<file path="config.mk">
export PLATFORM = sky130hd
export DESIGN_NAME = hrp_qdiv
export DESIGN_NICKNAME = d
export VERILOG_FILES = /design/src/hdl/hrp_pkg.sv /design/src/hdl/hrp_qdiv.sv
export SDC_FILE = /design/constraint.sdc
export NUM_CORES = 1
export LEC_CHECK = 0
export ABC_AREA = 1
export CAP_MARGIN = 20
export CELL_PAD_IN_SITES_DETAIL_PLACEMENT = 0
export CELL_PAD_IN_SITES_GLOBAL_PLACEMENT = 1
export CORE_ASPECT_RATIO = 1.25
export CORE_MARGIN = 1
export CORE_UTILIZATION = 46
export CTS_BUF_LIST = sky130_fd_sc_hd__clkbuf_8 sky130_fd_sc_hd__clkbuf_16
export DETAILED_ROUTE_END_ITERATION = 8
export DONT_BUFFER_PORTS = 1
export PLACE_DENSITY_LB_ADDON = 0.1
export SYNTH_ARGS = -nofsm -noshare
export SYNTH_HDL_FRONTEND = slang
export SYNTH_SLANG_ARGS = --single-unit
</file>
<file path="constraint.sdc">
create_clock -name clk -period 6.9 [get_ports clk]
set_input_delay 0.345 -clock clk [delete_from_list [all_inputs] [get_ports clk]]
set_output_delay 0.345 -clock clk [all_outputs]
set_load 0.01 [all_outputs]
</file>
<file path="src/hdl/hrp_pkg.sv">
// Shared constants, types and the half-float decode for the half RGB to P010 quad converter.
package hrp_pkg;

  localparam int unsigned CODE_W   = 10;
  localparam int unsigned CODE_MAX = 1023;

  // Components are U1.24, so 1.0 needs a 25th bit
  localparam int unsigned COMP_W = 25;
  localparam logic [COMP_W-1:0] COMP_ONE = COMP_W'(1) << 24;

  // BT.2020 luma weights over 10000
  localparam int unsigned W_RED   = 2627;
  localparam int unsigned W_GREEN = 6780;
  localparam int unsigned W_BLUE  = 593;
  localparam int unsigned W_TOTAL = 10000;

  // Weighted sums (Y times 10000 in units of 2^-24)
  localparam int unsigned Y_W = 38;
  localparam int unsigned DIFF_W = Y_W + 1;
  localparam int unsigned SUM_W = DIFF_W + 2;

  // Luma: (219*Y + 1250*2^24) >> 22, then divide by 10000 and add 64
  localparam int unsigned LNUM_W   = 46;
  localparam int unsigned LUMA_MUL = 219;
  localparam logic [LNUM_W-1:0] LUMA_BIAS = LNUM_W'(1250) << 24;
  localparam int unsigned LUMA_SH  = 22;
  localparam int unsigned LQ_W     = LNUM_W - LUMA_SH;
  localparam int unsigned LUMA_DIV = W_TOTAL;
  localparam int unsigned LUMA_OFFSET = 64;

  // Chroma: (7*sum + 1025*(div/2)*2^19) >> 19, then divide by div
  localparam int unsigned CNUM_W    = 45;
  localparam int unsigned CHROMA_MUL = 7;
  localparam int unsigned CHROMA_SH = 19;
  localparam int unsigned CQ_W      = 25;
  localparam int unsigned CB_DIV    = 18814;
  localparam int unsigned CR_DIV    = 14746;
  localparam logic signed [CNUM_W-1:0] CB_BIAS =
    CNUM_W'(1025 * (CB_DIV / 2)) << CHROMA_SH;
  localparam logic signed [CNUM_W-1:0] CR_BIAS =
    CNUM_W'(1025 * (CR_DIV / 2)) << CHROMA_SH;

  // Stage enables for the two divider stages
  typedef struct packed {
    logic est;
    logic fix;
  } div_ctl_t;

  // Binary16 code to U1.24 clamped to [0,1]; NaN and negatives give 0
  function automatic logic [COMP_W-1:0] decode_half(input logic [15:0] code);
    logic             sgn;
    logic [4:0]       ex;
    logic [9:0]       man;
    logic [COMP_W-1:0] res;
    sgn = code[15];
    ex  = code[14:10];
    man = code[9:0];
    if (ex == 5'd31) begin
      res = (man == 10'd0 && !sgn) ? COMP_ONE : '0;
    end else if (sgn) begin
      res = '0;
    end else if (ex == 5'd0) begin
      res = COMP_W'(man);
    end else if (ex >= 5'd15) begin
      res = COMP_ONE;
    end else begin
      res = COMP_W'({1'b1, man}) << (ex - 5'd1);
    end
    return res;
  endfunction

endpackage

</file>
<file path="src/hdl/hrp_qdiv.sv">
// Two-stage quantizer: offset plus floor of a value over a constant, saturated to a code.
module hrp_qdiv #(
  parameter int unsigned QW     = hrp_pkg::LQ_W,
  parameter int unsigned DIV    = hrp_pkg::LUMA_DIV,
  parameter int unsigned OFFSET = hrp_pkg::LUMA_OFFSET
) (
  input  logic                       clk,
  input  hrp_pkg::div_ctl_t          ctl,
  input  logic [QW-1:0]              num,
  output logic [hrp_pkg::CODE_W-1:0] code
);

  localparam int unsigned K_SH   = QW + 1;
  localparam longint unsigned RECIP = (64'd1 << K_SH) / DIV;
  localparam int unsigned MW     = $clog2(RECIP + 1);
  localparam int unsigned QUOT_W = $clog2((64'd1 << QW) / DIV + 1);
  localparam int unsigned OFS_W  = $clog2(OFFSET + 1);
  localparam int unsigned ACC_W  = ((OFS_W > QUOT_W) ? OFS_W : QUOT_W) + 1;

  logic [QW+MW-1:0]             prod;
  logic [QUOT_W-1:0]            est_nxt;
  logic [QUOT_W-1:0]            est_r;
  logic [QW-1:0]                num_r;
  logic [QW-1:0]                back;
  logic [QW-1:0]                rem;
  logic [QUOT_W-1:0]            quot;
  logic [ACC_W-1:0]             acc;
  logic [hrp_pkg::CODE_W-1:0]   code_nxt;
  logic [hrp_pkg::CODE_W-1:0]   code_r;

  // Reciprocal estimate is low by at most one
  assign prod    = (QW+MW)'(num) * (QW+MW)'(RECIP);
  assign est_nxt = QUOT_W'(prod >> K_SH);

  always_ff @(posedge clk) begin
    if (ctl.est) begin
      est_r <= est_nxt;
      num_r <= num;
    end
  end

  assign back = QW'(est_r) * QW'(DIV);
  assign rem  = num_r - back;
  assign quot = est_r + QUOT_W'(rem >= QW'(DIV));
  assign acc  = ACC_W'(quot) + ACC_W'(OFFSET);
  assign code_nxt = (acc > ACC_W'(hrp_pkg::CODE_MAX)) ?
                    hrp_pkg::CODE_W'(hrp_pkg::CODE_MAX) : acc[hrp_pkg::CODE_W-1:0];

  always_ff @(posedge clk) begin
    if (ctl.fix) begin
      code_r <= code_nxt;
    end
  end

  assign code = code_r;

endmodule

</file>
==> results of run 1 <==
==> layer usage <==
metal  wire length (µm)  up-vias  GRT usage
met1              10360     3491     0.2737
met3                354       23    0.01351
li1                   -     3745          -
met4                500        0    0.06583
met5                  0        -          0
met2              13470       64     0.4675
==> cell families (layout without fill, tap and decap cells) <==
group,after synthesis,count (layout),synth area share
adder cells (fa/ha/maj),311,311,0.4904
buffers and inverters,330,371,0.1277
XOR/XNOR,44,44,0.04027
AO/OA/AOI/OAI,127,127,0.07246
flip-flops,41,41,0.1262
AND/OR/NAND/NOR,318,318,0.1430
==> registers in the layout, indices dropped and copies added (netlist names) <==
| register | cells |
|---|---|
| num_r | 20 |
| est_r | 11 |
| code | 10 |
==> final cells by class <==
type,instances,area (µm²),area share
Clock buffer,5,125.1,0.01163
Clock inverter,3,17.52,0.001629
Inverter,329,1235,0.1148
Multi-Input combinational cell,800,7540,0.7011
Sequential cell,41,1231,0.1145
Tap cell,274,342.8,0.03188
Timing Repair Buffer,34,262.8,0.02443
==> repair_timing <==
action | CTS | global route
pin swaps | 0 | 29
cloned | 0 | 1
buffers inserted | 0 | 7
endpoints found under the setup margin | 10 | 10
resized for setup | 5 | 55
==> cell usage in the layout, fill, tap and decap left out, drive strengths merged, types with 4 or more instances in the layout <==
master / count
nand4: 15
nor3: 10
xor2: 28
nor2: 58
nand3: 43
a21o: 4
buf: 34
edfxtp: 41
o21bai: 4
a21oi: 71
a211oi: 4
ha: 192
nand2: 178
o21ai: 33
nand3b: 7
fa: 119
xnor2: 16
clkbuf: 5
inv: 329
==> metrics by stage <==
step           std cells    util  cell area, µm²  worst slack [ps]  setup TNS [ps]
5_1_grt             1486  0.5166           10750            -60.88          -513.3
3_5_place_dp        1470  0.4940           10280            -108.8          -884.8
2_1_floorplan       1171       -            9757             220.8               0
4_1_cts             1478  0.5022           10450             20.13               0
3_3_place_gp        1470  0.4940           10280             46.81               0
6_report            1486  0.5166           10750             297.0               0
==> final timing paths <==
path                       from                     to  slack, ps  cells after the start
max          est_r[4]$_DFFE_PP_  code[3]$_SDFFCE_PN1P_        300                     39
min                     num[23]    num_r[23]$_DFFE_PP_        150                      0
max reg2reg  est_r[4]$_DFFE_PP_  code[3]$_SDFFCE_PN1P_        300                     39
min reg2reg  est_r[2]$_DFFE_PP_  code[2]$_SDFFCE_PN1P_        740                      3
==> critical path: cells and delay by family (launching register included) <==
family / cells / cell delay (ps)
AOI/OAI and AO/OA: 4 / 540
DFF: 1 / 400
xor gates and xnor gates: 2 / 380
adders and majority gates: 9 / 2820
and+or+nand+nor: 15 / 1470
buffers and inverters: 9 / 760
==> results by group, run 1 <==
Status
  • Outcome: completed

Clock network
  • Longest Clk Path Bufs: 2
  • Reg clk slew, reported paths: 60 ps
  • CTS H-tree lvls: 2
  • Hold-fix buffers, CTS: 0
  • Root Buffer: clkbuf_16
  • CTS Buf Count: 5
  • Worst-Skew Late Latency: 290 ps
  • CTS tree: yes
  • CTS sink cnt: 41

Synth
  • Cell taking the most area after synthesis: ha_1
  • Synthesis-stage register bit count: 41
  • Mapped cell area: 0.009757 mm²
  • YS warnings: 0
  • Syn_nets: 1509
  • Synth cell types: 38
  • Count leader, synth: inv_1
  • Syn_area_per_cell: 8.332 µm²
  • Seq/Total Area, Yosys: 0.1262
  • Ys async rst share: 0
  • Synth top cells by count: inv_1, ha_1, nand2_1
  • Cells after Synth: 1171
  • Share of the synthesized area in the top cell type: 0.2462
  • Dominant synthesized flop cell: edfxtp_1
  • Post-synth EDFFs: 41
  • Largest cells by area after synthesis: ha_1, fa_1, edfxtp_1, inv_1, nand2_1

Global route
  • Vias in the first global route: 7724
  • First-pass GRT wire length: 39070 µm
  • GR Util All Layers: 0.2363
  • Largest net degree at the start of global routing: 32
  • Total grt overflow: 0
  • Initial antenna violation count: 0

Timing
  • Final Hold Slack: 146.1 ps
  • Worst clock skew: 9.180 ps
  • Min Tclk post-route: 6603 ps
  • Max Slew Vio Count: 0
  • Worst slew margin: 0.5784
  • Maximum clock frequency: 151.4 MHz
  • Final Cycle Share: 0.9570
  • Final hold vios: 0
  • Setup violators final: 0
  • Slew at the pin closest to its max-slew limit: 622.6 ps
  • RSZ-0062 raised after global routing: true

Floorplanning
  • Die area: 0.02180 mm²
  • Core Region: 0.02082 mm²
  • Die W: 132.3 µm
  • Initial Util: 0.4687
  • # IOs: 37
  • Site row count: 59
  • Chip Height: 164.8 µm

Routing
  • Vias: 7323
  • Post-route ant nets: 0
  • TritonRoute pass-1 iters: 4
  • DRT Wirelength: 24680 µm
  • DR vias/cell: 4.928
  • Iteration-0 DRC Markers: 225
  • Average wire per standard cell: 16.61 µm
  • DRC Markers: 0

Worst setup path
  • Crit path launch type: flop
  • CP peak stage delay: 530 ps
  • CP Class: reg -> reg
  • Worst setup EP type: flop
  • Largest driver fanout on the critical path: 5
  • CP max stage cell: fa_1
  • Critical Path AT: 6650 ps
  • Req. time, crit path: 6950 ps
  • Most used cell, CP: nand2_1

Cells and area
  • Fill cells: 2064
  • Share of cells above drive strength 1: 0.08828
  • Final net count: 1549
  • Synth-to-layout area growth: 10.22%
  • ANT cells: 0

Worst hold path
  • HP Class: in -> reg

Place
  • # port buffers: 0
  • Detailed Place HPWL: 22180 µm
  • RD Place Congestion: 0.8869

Run
  • Max-Cap Viols: 0
Power of run 1 is not shown: default switching activity piles up to over one toggle a cycle in this logic, so the estimate is an artifact.
==> run 2: changes to the inputs <==
MAX_ROUTING_LAYER = met4   (was unset)
SLEW_MARGIN = 20   (was unset)
==> run 2 against run 1 <==
  * Routed wire length is 1.3% lower
  * Die area did not move
  * Utilization decreased by 0.060 points
==> results by group, run 2 (same netlist as run 1, synthesis figures left out) <==
Global route
  • Initial antenna violation count: 0
  • First-pass GRT wire length: 39110 µm
  • Total grt overflow: 0
  • Vias in the first global route: 7706
  • GR Util All Layers: 0.2428
  • Largest net degree at the start of global routing: 32

Timing
  • Worst clock skew: 7.717 ps
  • Slew at the pin closest to its max-slew limit: 553.9 ps
  • Worst slew margin: 0.6249
  • Final Cycle Share: 0.9529
  • Final hold vios: 0
  • Min Tclk post-route: 6575 ps
  • Maximum clock frequency: 152.1 MHz
  • Max Slew Vio Count: 0
  • Setup violators final: 0
  • Final Hold Slack: 147.6 ps

Cells and area
  • Commonest non-fill, non-tap cell in the layout: inv_1
  • Share of cells above drive strength 1: 0.09001
  • Max reg flops: 20
  • Final net count: 1548
  • Most flop-heavy register: num_r
  • Synth-to-layout area growth: 10.09%
  • ANT cells: 0
  • Final Cell Area: 0.01074 mm²
  • Commonest cells after routing, fill and taps aside: inv_1, ha_1, nand2_1

Worst setup path
  • CP max stage cell: fa_1
  • Cell family with most CP delay: adder cells
  • Req. time, crit path: 6950 ps
  • CP peak stage delay: 540 ps
  • Critical Path AT: 6620 ps
  • CP Class: reg -> reg
  • Worst setup EP type: flop
  • Crit path buf inv count: 7
  • Reg2Reg Launch Point: est_r[5]$_DFFE_PP_
  • Crit path launch type: flop
  • Reg2Reg Depth: 37
  • Most used cell, CP: ha_1
  • Largest driver fanout on the critical path: 5
  • FF-to-FF setup slack: 330 ps
  • RR Endpoint: code[1]$_SDFFCE_PN1P_

Worst hold path
  • Hold depth: 0
  • Worst hold path startpoint: num[23]
  • Worst Hold Endpoint: num_r[23]$_DFFE_PP_
  • HP Class: in -> reg

Floorplanning
  • Die area: 0.02180 mm²
  • Site row count: 59
  • Core Region: 0.02082 mm²
  • Chip Height: 164.8 µm
  • Die W: 132.3 µm
  • Initial Util: 0.4687
  • # IOs: 37

Status
  • Outcome: completed

Routing
  • DRC Markers: 0
  • Average wire per standard cell: 16.41 µm
  • DR vias/cell: 4.942
  • DRT Wirelength: 24360 µm
  • Post-route ant nets: 0
  • Vias: 7339
  • Iteration-0 DRC Markers: 305
  • TritonRoute pass-1 iters: 4

Clock network
  • CTS Buf Count: 5
  • CTS tree: yes
  • Hold-fix buffers, CTS: 0
  • Root Buffer: clkbuf_16
  • Longest Clk Path Bufs: 2
  • CTS sink cnt: 41
  • Worst-Skew Late Latency: 290 ps
  • Reg clk slew, reported paths: 60 ps
  • CTS H-tree lvls: 2

Place
  • RD Place Congestion: 0.8757
  • Placed cell area: 0.01028 mm²
  • # port buffers: 0
  • Detailed Place HPWL: 22090 µm

Run
  • Max-Cap Viols: 0
## run 2: area by class of cell
type | instances | area [µm²]
Timing Repair Buffer | 33 | 251.5
Inverter | 329 | 1235
Sequential cell | 41 | 1231
Multi-Input combinational cell | 800 | 7538
Clock buffer | 5 | 125.1
Fill cell | 2048 | 10080
Tap cell | 274 | 342.8
Clock inverter | 3 | 17.52
## run 2: worst max path at each step
| stage | from | endpoint | cells past startpoint |
|---|---|---|---|
| after floorplan | est_r[4]$_DFFE_PP_ | code[0]$_SDFFCE_PN1P_ | 37 |
| after global placement | est_r[4]$_DFFE_PP_ | code[2]$_SDFFCE_PN1P_ | 36 |
| after detailed placement | est_r[6]$_DFFE_PP_ | code[8]$_SDFFCE_PN1P_ | 36 |
| after CTS | est_r[6]$_DFFE_PP_ | code[8]$_SDFFCE_PN1P_ | 38 |
| after global routing | est_r[5]$_DFFE_PP_ | code[2]$_SDFFCE_PN1P_ | 39 |
| final | est_r[5]$_DFFE_PP_ | code[1]$_SDFFCE_PN1P_ | 37 |
## run 2: metrics by stage
| stage | instances | setup TNS [ps] | setup WS [ps] | util |
|---|---|---|---|---|
| 2_1_floorplan | 1171 | 0 | 220.8 | - |
| 3_3_place_gp | 1469 | 0 | 18.14 | 0.4936 |
| 3_5_place_dp | 1469 | -1317 | -145.2 | 0.4936 |
| 4_1_cts | 1477 | 0 | 28.83 | 0.5016 |
| 5_1_grt | 1485 | -489.8 | -60.96 | 0.5160 |
| 6_report | 1485 | 0 | 325.3 | 0.5160 |
## run 2: timing repair
action / CTS / global route
setup endpoints to repair: 10 / 10
gates resized for setup: 6 / 54
setup buffers: 0 / 7
pin swaps: 0 / 27
cloned: 0 / 1
## run 2: layer usage
metal	global-route usage	up-vias	share of wire
met5	-	-	0
met4	0.05486	0	0.017
met3	0.01504	27	0.029
met2	0.4646	86	0.55
met1	0.2777	3487	0.41
li1	-	3739	-
Power of run 2 is left out for the same reason.
==> run 3: changes to the inputs <==
ABC_AREA = unset   (was 1)
CORE_UTILIZATION = 48   (was 46)
==> run 3 against run 2 <==
  * The run now ends with design-rule violations, negative setup slack left
  * Area after synthesis decreased by 9.3%
  * Sequential share of layout area increased by 0.88 points
  * Critical path depth decreased by 1
==> results by group, run 3 <==
Worst hold path
  • HP Class: in -> reg
  • Worst hold path startpoint: num[6]
  • Worst Hold Endpoint: num_r[6]$_DFFE_PP_
  • Hold depth: 0

Status
  • Failing checks: design-rule violations, negative setup slack
  • Outcome: finished, violations left

Worst setup path
  • CP max stage cell: fa_1
  • CP Class: reg -> reg
  • Worst setup EP type: flop
  • Req. time, crit path: 6930 ps
  • Largest driver fanout on the critical path: 5
  • Reg2Reg Launch Point: est_r[4]$_DFFE_PP_
  • FF-to-FF setup slack: -80 ps
  • RR Endpoint: code[4]$_SDFFCE_PN1P_
  • Most used cell, CP: ha_2
  • Crit path launch type: flop
  • Reg2Reg Depth: 36
  • CP peak stage delay: 520 ps
  • Critical Path AT: 7020 ps

Cells and area
  • Commonest cells after routing, fill and taps aside: inv_1, ha_1, fa_1
  • Final net count: 1302
  • ANT cells: 0
  • Multi-input gate area: 0.006818 mm²
  • FF/Latch Area: 0.001231 mm²
  • Final Cell Area: 0.009978 mm²
  • Max reg flops: 20
  • Synth-to-layout area growth: 12.74%
  • Commonest non-fill, non-tap cell in the layout: inv_1
  • Most flop-heavy register: num_r
  • Fill cells: 1636
  • Share of cells above drive strength 1: 0.1295

Routing
  • TritonRoute pass-1 iters: 6
  • Vias: 6176
  • DR vias/cell: 5.177
  • DRT Wirelength: 20290 µm
  • Average wire per standard cell: 17.01 µm
  • Post-route ant nets: 0
  • Iteration-0 DRC Markers: 159
  • DRC Markers: 2

Place
  • RD Place Congestion: 0.8871
  • # port buffers: 0
  • Detailed Place HPWL: 18300 µm
  • Placed cell area: 0.009620 mm²

Timing
  • Slew at the pin closest to its max-slew limit: 538.2 ps
  • Final Cycle Share: 1.012
  • Maximum clock frequency: 143.3 MHz
  • Worst slew margin: 0.6388
  • Setup violators final: 10
  • Fin worst setup slack: -80.39 ps
  • Final hold vios: 0
  • Max Slew Vio Count: 0
  • Worst clock skew: 5.841 ps
  • Min Tclk post-route: 6980 ps
  • RSZ-0062 raised after global routing: true
  • Final Hold Slack: 145.7 ps

Clock network
  • Root Buffer: clkbuf_16
  • CTS H-tree lvls: 2
  • Reg clk slew, reported paths: 60 ps
  • Hold-fix buffers, CTS: 0
  • CTS sink cnt: 41
  • CTS Buf Count: 5
  • CTS tree: yes
  • Worst-Skew Late Latency: 290 ps
  • Longest Clk Path Bufs: 2

Global route
  • Total grt overflow: 0
  • Vias in the first global route: 7076
  • GR Util All Layers: 0.2387
  • First-pass GRT wire length: 33580 µm
  • Largest net degree at the start of global routing: 32
  • Initial antenna violation count: 0

Synth
  • Synthesis-stage register bit count: 41
  • YS warnings: 0
  • Mapped cell area: 0.008851 mm²
  • Synth top cells by count: inv_1, ha_1, fa_1
  • Count leader, synth: inv_1
  • Largest cells by area after synthesis: ha_1, fa_1, edfxtp_1, inv_1, xnor2_1
  • Cell taking the most area after synthesis: ha_1
  • Ys async rst share: 0
  • Synth cell types: 58
  • Dominant synthesized flop cell: edfxtp_1
  • Post-synth EDFFs: 41
  • Seq/Total Area, Yosys: 0.1391
  • Cells after Synth: 894
  • Syn_area_per_cell: 9.900 µm²
  • Share of the synthesized area in the top cell type: 0.2714
  • Syn_nets: 1232

Floorplanning
  • Die W: 123.5 µm
  • Chip Height: 153.8 µm
  • Initial Util: 0.4890
  • Die area: 0.01899 mm²
  • Core Region: 0.01810 mm²
  • Site row count: 55
  • # IOs: 37

Run
  • Max-Cap Viols: 0
run 3: cell count changes after synthesis, moves of 12 or more:
| cell | delta |
|---|---|
| nand2_1 | -146 |
| nor2_1 | -33 |
| a21oi_1 | -44 |
| nand3_1 | -30 |
| o21ai_0 | -12 |
| inv_1 | -62 |
run 3: layout make-up:
cell class	count	area share
Timing Repair Buffer	65	0.05041
Tap cell	228	0.02859
Sequential cell	41	0.1234
Clock inverter	3	0.001755
Inverter	266	0.1001
Clock buffer	5	0.01254
Multi-Input combinational cell	585	0.6833
run 3: kinds of logic (layout without fill, tap and decap cells):
group,Yosys count,after routing,synth area share
simple gates,109,109,0.06517
xor+xnor,45,45,0.04453
fa+ha+maj,311,311,0.5406
flops,41,41,0.1391
buf+inv,269,339,0.1151
mux,2,2,0.002262
compound gates,117,118,0.09330
run 3: repair_timing:
action / 4_1_cts / 5_1_grt
endpoints found under the setup margin: 10 / 10
pin swaps: 46 / 17
gates cloned: 1 / 0
gates resized for setup: 24 / 6
buffers inserted: 8 / 1
run 3: worst max-delay path by stage:
stage | startpoint | endpoint | slack (ps) | cells after the start
2_1_floorplan | est_r[6]$_DFFE_PP_ | code[0]$_SDFFCE_PN1P_ | 60 | 36
5_1_grt | est_r[5]$_DFFE_PP_ | code[4]$_SDFFCE_PN1P_ | -480 | 37
6_report | est_r[4]$_DFFE_PP_ | code[4]$_SDFFCE_PN1P_ | -80 | 36
3_5_place_dp | est_r[4]$_DFFE_PP_ | code[4]$_SDFFCE_PN1P_ | -380 | 36
4_1_cts | est_r[5]$_DFFE_PP_ | code[4]$_SDFFCE_PN1P_ | -170 | 37
3_3_place_gp | est_r[4]$_DFFE_PP_ | code[0]$_SDFFCE_PN1P_ | -180 | 36
run 3: layer usage:
layer / track usage / vias up / routed length, µm
li1: - / 3034 / -
met1: 0.2608 / 3043 / 8058
met2: 0.4493 / 62 / 11390
met3: 0.01743 / 37 / 293
met4: 0.07344 / 0 / 550
met5: - / - / 0
run 3: critical path: cells and delay by family (launching register included):
kind | cells | cell delay (ps)
and+or+nand+nor | 9 | 1040
xor gates and xnor gates | 2 | 390
DFF | 1 | 370
adders and majority gates | 10 | 3060
muxes | 1 | 150
buffers and inverters | 6 | 450
AOI/OAI and AO/OA | 8 | 1240
run 3: metrics by stage:
stage               TNS [ps]  setup slack (ps)    util  instances
detailed placement     -3619            -377.2  0.5316       1175
finish                -720.3            -80.39  0.5513       1193
CTS                    -1598            -166.7  0.5502       1192
global placement       -1821            -183.9  0.5316       1175
floorplan                  0             56.02       -        894
global route           -4728            -483.9  0.5513       1193
Power of run 3 is left out for the same reason.
